`src/rtl/i2cbm_pkg.sv`:
```
`timescale 1ns / 1ps

package i2cbm_pkg;

    localparam int QueueDepth = 4;

    localparam logic [7:0] AckWaitReset = 8'd7;
    localparam logic [7:0] MsbMask      = 8'h80;
    localparam logic [3:0] BitsPerByte  = 4'd8;

    // Sub-steps inside a bus phase
    localparam logic [1:0] SubFirst  = 2'd0;
    localparam logic [1:0] SubSecond = 2'd1;
    localparam logic [1:0] SubThird  = 2'd2;

    typedef enum logic {
        KIND_TICK = 1'b0,
        KIND_CMD  = 1'b1
    } item_kind_t;

    typedef enum logic [6:0] {
        PH_IDLE  = 7'b0000001,
        PH_START = 7'b0000010,
        PH_WBIT  = 7'b0000100,
        PH_ACK   = 7'b0001000,
        PH_RBIT  = 7'b0010000,
        PH_NACK  = 7'b0100000,
        PH_STOP  = 7'b1000000
    } phase_t;

    // Classified item as it sits in the queue
    typedef struct packed {
        item_kind_t kind;
        logic       cmd_read;
        logic       cmd_start;
        logic       cmd_stop;
        logic [7:0] cmd_data;
        logic       sda_in;
    } queue_item_t;

    // Result of one item
    typedef struct packed {
        logic       scl_level;
        logic       sda_level;
        logic       busy_res;
        logic       done_res;
        logic [7:0] read_byte;
        logic       ack_seen;
        logic       cmd_rejected;
    } result_t;

endpackage

```
`src/rtl/i2cbm_front.sv`:
```
`timescale 1ns / 1ps

module i2cbm_front #(
    parameter int QUEUE_DEPTH = i2cbm_pkg::QueueDepth
) (
    input  logic                   aclk,
    input  logic                   aresetn,
    input  logic                   s_valid,
    output logic                   s_ready,
    input  logic                   s_mode,
    input  logic                   s_cmd_read,
    input  logic [7:0]             s_cmd_data,
    input  logic                   s_cmd_start,
    input  logic                   s_cmd_stop,
    input  logic                   s_sda_in,
    output logic                   q_valid,
    output i2cbm_pkg::queue_item_t q_item,
    input  logic                   q_pop
);

    localparam int PtrW   = (QUEUE_DEPTH > 1) ? $clog2(QUEUE_DEPTH) : 1;
    localparam int CountW = $clog2(QUEUE_DEPTH + 1);

    i2cbm_pkg::queue_item_t mem_reg [QUEUE_DEPTH];
    i2cbm_pkg::queue_item_t push_item;

    logic [PtrW-1:0]   wr_ptr_reg, wr_ptr_next;
    logic [PtrW-1:0]   rd_ptr_reg, rd_ptr_next;
    logic [CountW-1:0] count_reg, count_next;
    logic              push;
    logic              pop;

    assign s_ready = (count_reg < CountW'(QUEUE_DEPTH));
    assign push    = s_valid && s_ready;
    assign q_valid = (count_reg != '0);
    assign pop     = q_pop && q_valid;
    assign q_item  = mem_reg[rd_ptr_reg];

    // Classify: a tick keeps only the sampled line, a command drops it
    always_comb begin
        push_item = '0;
        if (s_mode) begin
            push_item.kind      = i2cbm_pkg::KIND_CMD;
            push_item.cmd_read  = s_cmd_read;
            push_item.cmd_start = s_cmd_start;
            push_item.cmd_stop  = s_cmd_stop;
            push_item.cmd_data  = s_cmd_data;
        end else begin
            push_item.kind   = i2cbm_pkg::KIND_TICK;
            push_item.sda_in = s_sda_in;
        end
    end

    always_comb begin
        wr_ptr_next = wr_ptr_reg;
        rd_ptr_next = rd_ptr_reg;
        count_next  = count_reg;
        if (push) begin
            wr_ptr_next = (wr_ptr_reg == PtrW'(QUEUE_DEPTH - 1)) ? '0 : wr_ptr_reg + 1'b1;
        end
        if (pop) begin
            rd_ptr_next = (rd_ptr_reg == PtrW'(QUEUE_DEPTH - 1)) ? '0 : rd_ptr_reg + 1'b1;
        end
        if (push && !pop) begin
            count_next = count_reg + 1'b1;
        end else if (pop && !push) begin
            count_next = count_reg - 1'b1;
        end
    end

    always_ff @(posedge aclk) begin
        if (!aresetn) begin
            wr_ptr_reg <= '0;
            rd_ptr_reg <= '0;
            count_reg  <= '0;
        end else begin
            wr_ptr_reg <= wr_ptr_next;
            rd_ptr_reg <= rd_ptr_next;
            count_reg  <= count_next;
        end
    end

    always_ff @(posedge aclk) begin
        if (push) begin
            mem_reg[wr_ptr_reg] <= push_item;
        end
    end

    a_count_bound: assert property (@(posedge aclk) disable iff (!aresetn)
        count_reg <= CountW'(QUEUE_DEPTH))
        else $error("queue count above depth");

endmodule

```
`src/rtl/i2cbm_engine.sv`:
```
`timescale 1ns / 1ps

module i2cbm_engine (
    input  logic                   aclk,
    input  logic                   aresetn,
    input  logic                   cfg_we,
    input  logic [7:0]             cfg_wdata,
    input  logic                   q_valid,
    input  i2cbm_pkg::queue_item_t q_item,
    output logic                   q_pop,
    output logic                   m_valid,
    input  logic                   m_ready,
    output i2cbm_pkg::result_t     m_result
);

    i2cbm_pkg::phase_t  phase_reg, phase_next;
    i2cbm_pkg::result_t res_reg, res_next;

    logic [7:0] ack_wait_limit_reg;
    logic [1:0] sub_reg, sub_next;
    logic [3:0] bit_count_reg, bit_count_next;
    logic [7:0] shift_reg, shift_next;
    logic [7:0] wait_count_reg, wait_count_next;
    logic       scl_reg, scl_next;
    logic       sda_reg, sda_next;
    logic       flag_start_reg, flag_start_next;
    logic       flag_read_reg, flag_read_next;
    logic       flag_stop_reg, flag_stop_next;
    logic       ack_flag_reg, ack_flag_next;
    logic       out_valid_reg;
    logic       o_scl, o_sda, finish, rej;
    logic [3:0] bit_inc;

    assign q_pop    = q_valid && (!out_valid_reg || m_ready);
    assign m_valid  = out_valid_reg;
    assign m_result = res_reg;
    assign bit_inc  = bit_count_reg + 1'b1;

    always_comb begin
        phase_next      = phase_reg;
        sub_next        = sub_reg;
        bit_count_next  = bit_count_reg;
        shift_next      = shift_reg;
        wait_count_next = wait_count_reg;
        scl_next        = scl_reg;
        sda_next        = sda_reg;
        flag_start_next = flag_start_reg;
        flag_read_next  = flag_read_reg;
        flag_stop_next  = flag_stop_reg;
        ack_flag_next   = ack_flag_reg;
        o_scl           = scl_reg;
        o_sda           = sda_reg;
        finish          = 1'b0;
        rej             = 1'b0;

        if (q_item.kind == i2cbm_pkg::KIND_CMD) begin
            if (phase_reg != i2cbm_pkg::PH_IDLE) begin
                rej = 1'b1;
            end else begin
                flag_start_next = q_item.cmd_start;
                flag_read_next  = q_item.cmd_read;
                flag_stop_next  = q_item.cmd_stop;
                shift_next      = q_item.cmd_data;
                ack_flag_next   = 1'b0;
                sub_next        = i2cbm_pkg::SubFirst;
                if (q_item.cmd_start) begin
                    phase_next = i2cbm_pkg::PH_START;
                end else begin
                    bit_count_next = '0;
                    phase_next = q_item.cmd_read ? i2cbm_pkg::PH_RBIT : i2cbm_pkg::PH_WBIT;
                end
            end
        end else begin
            case (phase_reg)
                i2cbm_pkg::PH_START: begin
                    if (sub_reg == i2cbm_pkg::SubFirst) begin
                        scl_next = 1'b1;
                        sda_next = 1'b1;
                        sub_next = i2cbm_pkg::SubSecond;
                    end else if (sub_reg == i2cbm_pkg::SubSecond) begin
                        sda_next = 1'b0;
                        sub_next = i2cbm_pkg::SubThird;
                    end else begin
                        scl_next       = 1'b0;
                        sub_next       = i2cbm_pkg::SubFirst;
                        bit_count_next = '0;
                        phase_next     = flag_read_reg ? i2cbm_pkg::PH_RBIT
                                                       : i2cbm_pkg::PH_WBIT;
                    end
                    o_scl = scl_next;
                    o_sda = sda_next;
                end
                i2cbm_pkg::PH_WBIT: begin
                    if (sub_reg == i2cbm_pkg::SubFirst) begin
                        sda_next = |(shift_reg & i2cbm_pkg::MsbMask);
                        sub_next = i2cbm_pkg::SubSecond;
                    end else if (sub_reg == i2cbm_pkg::SubSecond) begin
                        scl_next = 1'b1;
                        sub_next = i2cbm_pkg::SubThird;
                    end else begin
                        scl_next       = 1'b0;
                        shift_next     = {shift_reg[6:0], 1'b0};
                        bit_count_next = bit_inc;
                        sub_next       = i2cbm_pkg::SubFirst;
                        if (bit_inc >= i2cbm_pkg::BitsPerByte) begin
                            phase_next      = i2cbm_pkg::PH_ACK;
                            wait_count_next = ack_wait_limit_reg;
                        end
                    end
                    o_scl = scl_next;
                    o_sda = sda_next;
                end
                i2cbm_pkg::PH_ACK: begin
                    scl_next        = 1'b1;
                    sda_next        = 1'b1;
                    o_scl           = 1'b1;
                    o_sda           = 1'b1;
                    wait_count_next = wait_count_reg - 1'b1;
                    if (!q_item.sda_in) begin
                        ack_flag_next = 1'b1;
                        finish        = 1'b1;
                    end else if (wait_count_next == '0) begin
                        ack_flag_next = 1'b0;
                        finish        = 1'b1;
                    end
                    if (finish) begin
                        scl_next = 1'b0;
                        // a pending stop takes over before the command reports done
                        if (flag_stop_reg) begin
                            finish     = 1'b0;
                            phase_next = i2cbm_pkg::PH_STOP;
                            sub_next   = i2cbm_pkg::SubFirst;
                        end
                    end
                end
                i2cbm_pkg::PH_RBIT: begin
                    if (sub_reg == i2cbm_pkg::SubFirst) begin
                        scl_next   = 1'b1;
                        sda_next   = 1'b1;
                        shift_next = {shift_reg[6:0], q_item.sda_in};
                        sub_next   = i2cbm_pkg::SubSecond;
                    end else begin
                        scl_next       = 1'b0;
                        bit_count_next = bit_inc;
                        sub_next       = i2cbm_pkg::SubFirst;
                        if (bit_inc >= i2cbm_pkg::BitsPerByte) begin
                            phase_next = i2cbm_pkg::PH_NACK;
                        end
                    end
                    o_scl = scl_next;
                    o_sda = sda_next;
                end
                i2cbm_pkg::PH_NACK: begin
                    if (sub_reg == i2cbm_pkg::SubFirst) begin
                        sda_next = 1'b1;
                        sub_next = i2cbm_pkg::SubSecond;
                        o_scl    = scl_reg;
                        o_sda    = 1'b1;
                    end else begin
                        // clock pulse is shown this unit, SCL drops after it
                        o_scl    = 1'b1;
                        o_sda    = sda_reg;
                        scl_next = 1'b0;
                        if (flag_stop_reg) begin
                            phase_next = i2cbm_pkg::PH_STOP;
                            sub_next   = i2cbm_pkg::SubFirst;
                        end else begin
                            finish = 1'b1;
                        end
                    end
                end
                i2cbm_pkg::PH_STOP: begin
                    if (sub_reg == i2cbm_pkg::SubFirst) begin
                        sda_next = 1'b0;
                        sub_next = i2cbm_pkg::SubSecond;
                        o_scl    = scl_reg;
                        o_sda    = 1'b0;
                    end else if (sub_reg == i2cbm_pkg::SubSecond) begin
                        scl_next = 1'b1;
                        sub_next = i2cbm_pkg::SubThird;
                        o_scl    = 1'b1;
                        o_sda    = sda_reg;
                    end else begin
                        sda_next = 1'b1;
                        o_scl    = scl_reg;
                        o_sda    = 1'b1;
                        scl_next = 1'b0;
                        finish   = 1'b1;
                    end
                end
                default: begin
                    phase_next = i2cbm_pkg::PH_IDLE;
                end
            endcase

            if (finish) begin
                phase_next     = i2cbm_pkg::PH_IDLE;
                sub_next       = i2cbm_pkg::SubFirst;
                bit_count_next = '0;
            end
        end

        res_next.scl_level    = o_scl;
        res_next.sda_level    = o_sda;
        res_next.busy_res     = (phase_next != i2cbm_pkg::PH_IDLE);
        res_next.done_res     = finish;
        res_next.read_byte    = (finish && flag_read_reg) ? shift_next : 8'd0;
        res_next.ack_seen     = finish && !flag_read_reg && ack_flag_next;
        res_next.cmd_rejected = rej;
    end

    always_ff @(posedge aclk) begin
        if (!aresetn) begin
            ack_wait_limit_reg <= i2cbm_pkg::AckWaitReset;
            phase_reg          <= i2cbm_pkg::PH_IDLE;
            sub_reg            <= i2cbm_pkg::SubFirst;
            bit_count_reg      <= '0;
            shift_reg          <= '0;
            wait_count_reg     <= '0;
            scl_reg            <= 1'b1;
            sda_reg            <= 1'b1;
            flag_start_reg     <= 1'b0;
            flag_read_reg      <= 1'b0;
            flag_stop_reg      <= 1'b0;
            ack_flag_reg       <= 1'b0;
            out_valid_reg      <= 1'b0;
        end else begin
            if (cfg_we) begin
                ack_wait_limit_reg <= cfg_wdata;
            end
            if (q_pop) begin
                phase_reg      <= phase_next;
                sub_reg        <= sub_next;
                bit_count_reg  <= bit_count_next;
                shift_reg      <= shift_next;
                wait_count_reg <= wait_count_next;
                scl_reg        <= scl_next;
                sda_reg        <= sda_next;
                flag_start_reg <= flag_start_next;
                flag_read_reg  <= flag_read_next;
                flag_stop_reg  <= flag_stop_next;
                ack_flag_reg   <= ack_flag_next;
                out_valid_reg  <= 1'b1;
            end else if (m_ready) begin
                out_valid_reg  <= 1'b0;
            end
        end
    end

    always_ff @(posedge aclk) begin
        if (q_pop) begin
            res_reg <= res_next;
        end
    end

    a_done_idle: assert property (@(posedge aclk) disable iff (!aresetn)
        out_valid_reg && res_reg.done_res |-> !res_reg.busy_res)
        else $error("done reported while still busy");

    a_reject_busy: assert property (@(posedge aclk) disable iff (!aresetn)
        out_valid_reg && res_reg.cmd_rejected |-> res_reg.busy_res)
        else $error("command rejected while idle");

    a_ack_on_done: assert property (@(posedge aclk) disable iff (!aresetn)
        out_valid_reg && res_reg.ack_seen |-> res_reg.done_res && !flag_read_reg)
        else $error("acknowledge flagged outside a finished write");

    a_pop_fills: assert property (@(posedge aclk) disable iff (!aresetn)
        q_pop |=> out_valid_reg)
        else $error("popped transaction did not reach the output register");

    a_hold_stall: assert property (@(posedge aclk) disable iff (!aresetn)
        out_valid_reg && !m_ready |=> out_valid_reg && $stable(res_reg))
        else $error("stalled result lost");

endmodule

```
`src/rtl/i2c_byte_master.sv`:
```
`timescale 1ns / 1ps

// Byte-level I2C master sequencer.
// Input channel (s_valid/s_ready): each transaction is either a byte command
// (s_mode = 1: start, write or read, stop flags and data) or a tick
// (s_mode = 0) that stands for one bus delay unit and carries sampled SDA.
// Result channel (m_valid/m_ready): exactly one result per input transaction,
// in order: SCL/SDA levels for the unit, busy, done, read byte, ack, reject.
// A command that arrives while a byte is in progress is dropped and flagged.
// Config: cfg_we/cfg_wdata write the acknowledge wait limit (reset 7) and
// must only be used while no transaction is in flight.
// An accepted input is written to the queue, then its result is presented from
// the result register; it waits in the queue while older transactions are pending.
// Throughput: one transaction per cycle while m_ready stays high; the bus
// sequencer advances one step per popped queue entry. A QUEUE_DEPTH-entry
// queue sits between the classifying front and the sequencer, and the result
// register decouples the sequencer from m_ready: on a stall the result holds,
// the queue fills and s_ready drops only when it is full.
// Reset (aresetn low, synchronous): queue empty, sequencer idle, both bus
// lines released, no result pending.
module i2c_byte_master #(
    parameter int QUEUE_DEPTH = i2cbm_pkg::QueueDepth
) (
    input  logic       aclk,
    input  logic       aresetn,
    input  logic       cfg_we,
    input  logic [7:0] cfg_wdata,
    input  logic       s_valid,
    output logic       s_ready,
    input  logic       s_mode,
    input  logic       s_cmd_read,
    input  logic [7:0] s_cmd_data,
    input  logic       s_cmd_start,
    input  logic       s_cmd_stop,
    input  logic       s_sda_in,
    output logic       m_valid,
    input  logic       m_ready,
    output logic       m_scl_level,
    output logic       m_sda_level,
    output logic       m_busy_res,
    output logic       m_done_res,
    output logic [7:0] m_read_byte,
    output logic       m_ack_seen,
    output logic       m_cmd_rejected
);

    i2cbm_pkg::queue_item_t q_item;
    i2cbm_pkg::result_t     result;
    logic                   q_valid;
    logic                   q_pop;

    i2cbm_front #(
        .QUEUE_DEPTH (QUEUE_DEPTH)
    ) u_front (
        .aclk        (aclk),
        .aresetn     (aresetn),
        .s_valid     (s_valid),
        .s_ready     (s_ready),
        .s_mode      (s_mode),
        .s_cmd_read  (s_cmd_read),
        .s_cmd_data  (s_cmd_data),
        .s_cmd_start (s_cmd_start),
        .s_cmd_stop  (s_cmd_stop),
        .s_sda_in    (s_sda_in),
        .q_valid     (q_valid),
        .q_item      (q_item),
        .q_pop       (q_pop)
    );

    i2cbm_engine u_engine (
        .aclk      (aclk),
        .aresetn   (aresetn),
        .cfg_we    (cfg_we),
        .cfg_wdata (cfg_wdata),
        .q_valid   (q_valid),
        .q_item    (q_item),
        .q_pop     (q_pop),
        .m_valid   (m_valid),
        .m_ready   (m_ready),
        .m_result  (result)
    );

    assign m_scl_level    = result.scl_level;
    assign m_sda_level    = result.sda_level;
    assign m_busy_res     = result.busy_res;
    assign m_done_res     = result.done_res;
    assign m_read_byte    = result.read_byte;
    assign m_ack_seen     = result.ack_seen;
    assign m_cmd_rejected = result.cmd_rejected;

endmodule

```
`config.mk`:
```
export PLATFORM = sky130hd
export DESIGN_NAME = i2c_byte_master
export DESIGN_NICKNAME = d
export VERILOG_FILES = /design/src/rtl/i2cbm_pkg.sv /design/src/rtl/i2cbm_front.sv /design/src/rtl/i2cbm_engine.sv /design/src/rtl/i2c_byte_master.sv
export SDC_FILE = /design/constraint.sdc
export NUM_CORES = 1
export LEC_CHECK = 0
export BUFFER_PORTS_ARGS = -buffer_cell sky130_fd_sc_hd__buf_4
export CORE_UTILIZATION = 60
export CTS_BUF_LIST = sky130_fd_sc_hd__clkbuf_8
export DETAILED_ROUTE_END_ITERATION = 16
export PLACE_DENSITY = 0.76
export SYNTH_ARGS = -nofsm -noshare
export SYNTH_HDL_FRONTEND = slang
export SYNTH_SLANG_ARGS = --single-unit
```
`constraint.sdc`:
```
create_clock -name aclk -period 3.85 [get_ports aclk]
set_input_delay 0.5775 -clock aclk [delete_from_list [all_inputs] [get_ports aclk]]
set_output_delay 0.5775 -clock aclk [all_outputs]
set_load 0.01 [all_outputs]
```
# Yosys cells after proc, flatten, opt, wreduce, memory -nomap -nowiden
# Memory sizes are Yosys's and may differ from the RTL's. A register that Yosys moved wholly into a read port is not among the register bits.
# Cells that the tools add are included.
totals:
  regBits: 64
  ram_bits: 52
  n_memories: 1
memory_table:
  columns: ["memory", "words", "width", "read_ports", "rd_ports_with_merged_regs", "wr", "line", "text"]
  rows:
  - ["u_front.mem_reg", 4, 13, 1, 1, 1, "i2cbm_front.sv:24", "i2cbm_pkg::queue_item_t mem_reg [QUEUE_DEPTH];"]
classes:
  add_sub_neg: 6
  n_lt_le_gt_ge: 2
  n_eq_ne: 24
  mux: 101
  n_bitwise: 2
  reduce_logical: 30
ops:
  columns: ["op", "count"]
  rows:
  - ["7-bit two-way mux", 14]
  - ["8-bit two-way mux", 8]
  - ["1-bit two-way mux", 42]
  - ["7-bit case mux with 6 select lines", 1]
  - ["4-bit two-way mux", 9]
  - ["8-bit case mux with 2 select lines", 2]
  - ["2-bit two-way mux", 14]
  - ["4-bit inequality test (second input constant)", 5]
  - ["7-bit by 1-bit inequality test with 1-bit output (second input constant)", 2]
  - ["4-bit case mux with 3 select lines", 1]
  - ["11-bit two-way mux", 1]
  - ["5-bit two-way mux", 2]
  - ["2-bit inequality test (second input constant)", 5]
  - ["1-bit case mux with 5 select lines", 2]
  - ["2-bit case mux with 5 select lines", 1]
  - ["5-bit nonzero test", 2]
  - ["9-bit AND reduction", 1]
  - ["1-bit logical AND", 8]
  - ["8-bit zero test", 1]
  - ["8-bit by 1-bit subtractor with 8-bit output (second input constant)", 1]
  - ["7-bit by 2-bit equality test with 1-bit output (second input constant)", 1]
  - ["7-bit by 3-bit equality test with 1-bit output (second input constant)", 1]
  - ["7-bit by 4-bit equality test with 1-bit output (second input constant)", 1]
  - ["7-bit by 5-bit equality test with 1-bit output (second input constant)", 1]
  - ["other kinds (28)", 39]

# Depth between registers and ports, before layout
depth:
  ltp_word: 12
  depth_mapped: 11

# Modules after synthesis
# Synthesis repeated with hierarchy kept, for this count alone.
hier_totals:
  hier_cells: 536
  area_unflattened_um2: 5883.1
modules_own_cells:
  columns: ["module", "instances", "cells_per_inst", "area_each_um2", "seq_area_each_um2"]
  rows:
  - ["i2cbm_engine", 1, 408, 3450.8, 1281.2]
  - ["i2cbm_front", 1, 128, 2432.3, 1741.7]

# Worst setup path before layout
# OpenSTA, ideal clock, no wires.
synth_timing:
  kind: "register to register"
  from: "reg u_engine.phase_reg[5]"
  to: "reg u_engine.phase_reg[3]"
  arrival_ns: 2.642
  t_required_ns: 3.771
  slack_ns: 1.129
  path_stages_with_launch: 10
  period_less_slack_ns: 2.721
  path_cell_list: "dfxtp_1 > buf_6 > or4_4 > buf_6 > or3_4 > and3_4 > or2_4 > or3_4 > or3_1 > o211ai_1"
synth_via:
  elab_chain_len: 5
synth_lines:
  columns: ["element", "line", "text"]
  rows:
  - ["start: declaration", "i2cbm_engine.sv:16", "i2cbm_pkg::phase_t phase_reg, phase_next;"]
  - ["start signal: assignment", "i2cbm_engine.sv:215", "phase_reg <= i2cbm_pkg::PH_IDLE;"]
  - ["start signal: assignment", "i2cbm_engine.sv:232", "phase_reg <= phase_next;"]
  - ["7-bit equality test, or another cell as far along", "i2cbm_engine.sv:74", "case (phase_reg)"]
  - ["1-bit case mux with 3 select lines", "i2cbm_engine.sv:74", null]
  - ["1-bit two-way mux", "i2cbm_engine.sv:56", "if (q_item.kind == i2cbm_pkg::KIND_CMD) begin"]
  - ["7-bit two-way mux", "i2cbm_engine.sv:196", "if (finish) begin"]
  - ["7-bit two-way mux *", "i2cbm_engine.sv:56", null]
# Every way passes the cells marked *; elsewhere a longest branch is shown, timed or not. The select of a mux whose other input is x is not followed.
# A chain may end at the register's enable or synchronous reset.

# Worst setup path after layout
layout_timing:
  from: "reg u_engine.phase_reg[4]"
  to: "reg u_engine.wait_count_reg[0]"
layout_via:
  elab_chain_len: 3
layout_lines:
  columns: ["element", "line", "text"]
  rows:
  - ["7-bit by 3-bit equality test with 1-bit output or 7-bit by 4-bit equality test with 1-bit output (tied branches)", "i2cbm_engine.sv:74", null]
  - ["2-bit inequality test (no source line), or another cell as far along", null, null]
  - ["6-bit AND reduction (no source line)", null, null]
  - ["end signal: assignment", "i2cbm_engine.sv:236", "wait_count_reg <= wait_count_next;"]
  - ["end: declaration", "i2cbm_engine.sv:23", "logic [7:0] wait_count_reg, wait_count_next;"]
# Parallel ways exist; a longest one is shown, timed or not.

==> impl_metrics.tcl <==
set metrics [dict create \
    endpoint_kind "register" \
    n_fill_cell 670 \
    ir_worst_vdd_v 0.000479 \
    tightest_slew_ns 1.17 \
    vias 4203 \
    hold_path_class "input port to register" \
    yosysTopAreaCell "edfxtp_1" \
    synth_fa_ha_area_share_pct 2.38 \
    p_seq_share_pct 42.4 \
    drv_slew 0 \
    clk_latency_ns 0.43 \
    yosys-top-cells-area "edfxtp_1 (36%), dfxtp_1 (19%), mux4_2 (5.3%)" \
    yosysMostFrequentCell "edfxtp_1" \
    synthCells 505 \
    outcome "complete, no violations" \
    cts_buffer_depth 2 \
    first_global_vias 4003 \
    initial_utilization_pct 62.9 \
    grt_overflow 0 \
    ctsResizeCount 0 \
    rsz0062_at_grt "no" \
    routed_wl_mm 12.5 \
    routabilityCongestion 1.00 \
    cts-root-buf "clkbuf_8" \
    drt_iter0_markers 297 \
    worstPathArrival_ns 3.40 \
    synth_xor_xnor_area_share_pct 1.42 \
    power_density_nw_per_um2 640 \
    leakagePower_nw 2.35 \
    finalHoldViolations 0 \
    layout-drive-gt1-share_pct 19.6 \
    synthFlopType "edfxtp_1" \
    clockPowerShare_pct 26.8 \
    synthSimpleGateAreaFrac_pct 16.6 \
    via_per_inst 6.32 \
    cts_buffers 17 \
    synthMuxAreaShare_pct 8.32 \
    combinationalPowerShare_pct 30.8 \
    largest_reg_flops 52 \
    maxCapViolations 0 \
    p_sw_share_pct 35.7 \
    synth_compound_area_share_pct 13.6 \
    grt_use_total_pct 27.3 \
    relSlewSlack_pct 21.9 \
    drtAntennaViolNets 0 \
    yosysSeqAreaShare_pct 54.4 \
    coreArea_um2 8850 \
    fin_util_pct 71.4 \
    synth_top_family_by_area "simple AND/OR/NAND/NOR gates" \
    synthArstFlopShare_pct 0 \
    layout.nets 580 \
    first_pass_iters 7 \
    synth_seq_cells 118 \
    grt_max_degree 29 \
    synth_top_area_share_pct 35.6 \
    io_buffer_count 41 \
    finClkSkew_ns 0.0126 \
    die-area_um2 9660 \
    area_growth_pct 13.5 \
    cts.reportedPaths.clkPinSlew_ns 0.07 \
    path_max_fanout 17 \
    clkSinkCount 118 \
    drc 0 \
    synth_warnings 0 \
    synth_edf_count 66 \
    crit_type "register to register" \
    rows 34 \
    grt_first_pass_wirelength_mm 20.2 \
    diodes 0 \
    post-cts-setup-buffer-count 0 \
    final.setup.tns_ns 0 \
    ios 42 \
    ys_types 62 \
    die_x_um 98.3 \
    min_period_ns 3.04 \
    startpoint_type "register" \
    cts_tree "done" \
    routedWlPerCell_um 18.8 \
    hold_buffers 0 \
    synth_nets 541 \
    die_h_um 98.3 \
    period_share_pct 79.0 \
    synth_common_cells "edfxtp_1 (66), dfxtp_1 (52), nor2_1 (48)" \
    avgSynthCellArea_um2 11.0 \
    p_int_mw 2.60 \
    fmax_mhz 329 \
    antenna_found_initial 0 \
    synthesis.area_um2 5560 \
    cts_htree_levels 4 \
    p_sw_mw 1.44 \
    hpwl_mm 8.58 \
    worstPathRequired_ns 4.21 \
    finalSetupViolCount 0 \
]
-- worst max-delay path: stages (launching register included) --
cell and delay [ns]:
dfxtp_1 0.38, or4_4 0.61, or4b_1 0.56, o21ai_0 0.19
o211ai_1 0.47, or3b_2 0.62, a21oi_1 0.15
-- path summary, 6_finish.rpt --
check,to,slack [ns],depth (start not counted),from
worst min-delay path,u_engine.ack_wait_limit_reg[1],0.36,3,cfg_wdata[1]
worst min register to register,u_front.rd_ptr_reg[1],0.48,2,u_front.rd_ptr_reg[1]
worst max-delay path,u_engine.wait_count_reg[0],0.81,6,u_engine.phase_reg[4]
worst max register to register,u_engine.wait_count_reg[0],0.81,6,u_engine.phase_reg[4]
-- routing by layer --
layer  global-route usage [%]  up-vias  share of wire (%)
met5                        0        -                  0
met4                     10.8        0                2.2
met3                     6.30       34                5.9
met2                     43.2      180                 47
met1                     36.7     2014                 45
li1                         -     1975                  -
-- kinds of logic (layout without fill, tap and decap cells) --
kind of cell,after synthesis,count (layout)
adders and majority gates,10,10
DFF,118,118
buffers and inverters,46,98
and+or+nand+nor,177,177
xor gates and xnor gates,9,9
AOI/OAI and AO/OA,115,115
muxes,30,30
-- placed cells by master (no fill, tap or decap), drive strengths merged, types with 4 or more instances in the layout --
cell type / synthesis / routed
o2111ai: 4 / 4
or3: 9 / 9
nand2b: 5 / 5
dfxtp: 52 / 52
nand3: 9 / 9
edfxtp: 66 / 66
a31oi: 6 / 6
nor2: 48 / 48
o21ai: 24 / 24
a21oi: 34 / 34
mux4: 13 / 13
clkbuf: 22 / 17
or2: 7 / 7
buf: 6 / 48
xnor2: 4 / 4
and2: 16 / 16
mux2i: 17 / 17
or4: 4 / 4
inv: 17 / 26
ha: 9 / 9
clkinvlp: 0 / 5
o211ai: 8 / 8
nand2: 32 / 32
and3: 4 / 4
nor2b: 5 / 5
xor2: 5 / 5
a221o: 8 / 8
nor3: 23 / 23
-- area by class of cell --
class	count	area (um2)	share of cell area [%]
clock buffers	17	234	3.71
well taps	108	135	2.14
multi-input cells	341	2350	37.2
flip-flops and latches	118	3020	47.9
inverters	18	67.6	1.07
clock inverters	15	144	2.28
repair buffers	48	360	5.71
-- power groups by stage --
stage | logic (mW) | clock network [mW] | registers, mW
after detailed placement | 1.23 | 0 | 1.74
after CTS | 1.24 | 1.09 | 1.71
after global placement | 1.21 | 0 | 1.73
after global routing | 1.36 | 1.14 | 1.73
after floorplan | 0.841 | 0 | 1.72
final | 1.25 | 1.08 | 1.71
-- through the flow --
| stage | total power [mW] | hold WS, ns | setup slack, ns | std cells | instance area (um2) |
|---|---|---|---|---|---|
| 2_1_floorplan | 2.56 | 0.433 | 1.13 | 505 | 5560 |
| 3_3_place_gp | 2.94 | 0.456 | 0.969 | 633 | 5940 |
| 3_5_place_dp | 2.97 | 0.465 | 0.859 | 633 | 5940 |
| 4_1_cts | 4.04 | 0.340 | 0.833 | 665 | 6310 |
| 5_1_grt | 4.24 | 0.350 | 0.579 | 665 | 6310 |
| 6_report | 4.04 | 0.362 | 0.809 | 665 | 6310 |
Power figures use the tool's default switching activity.
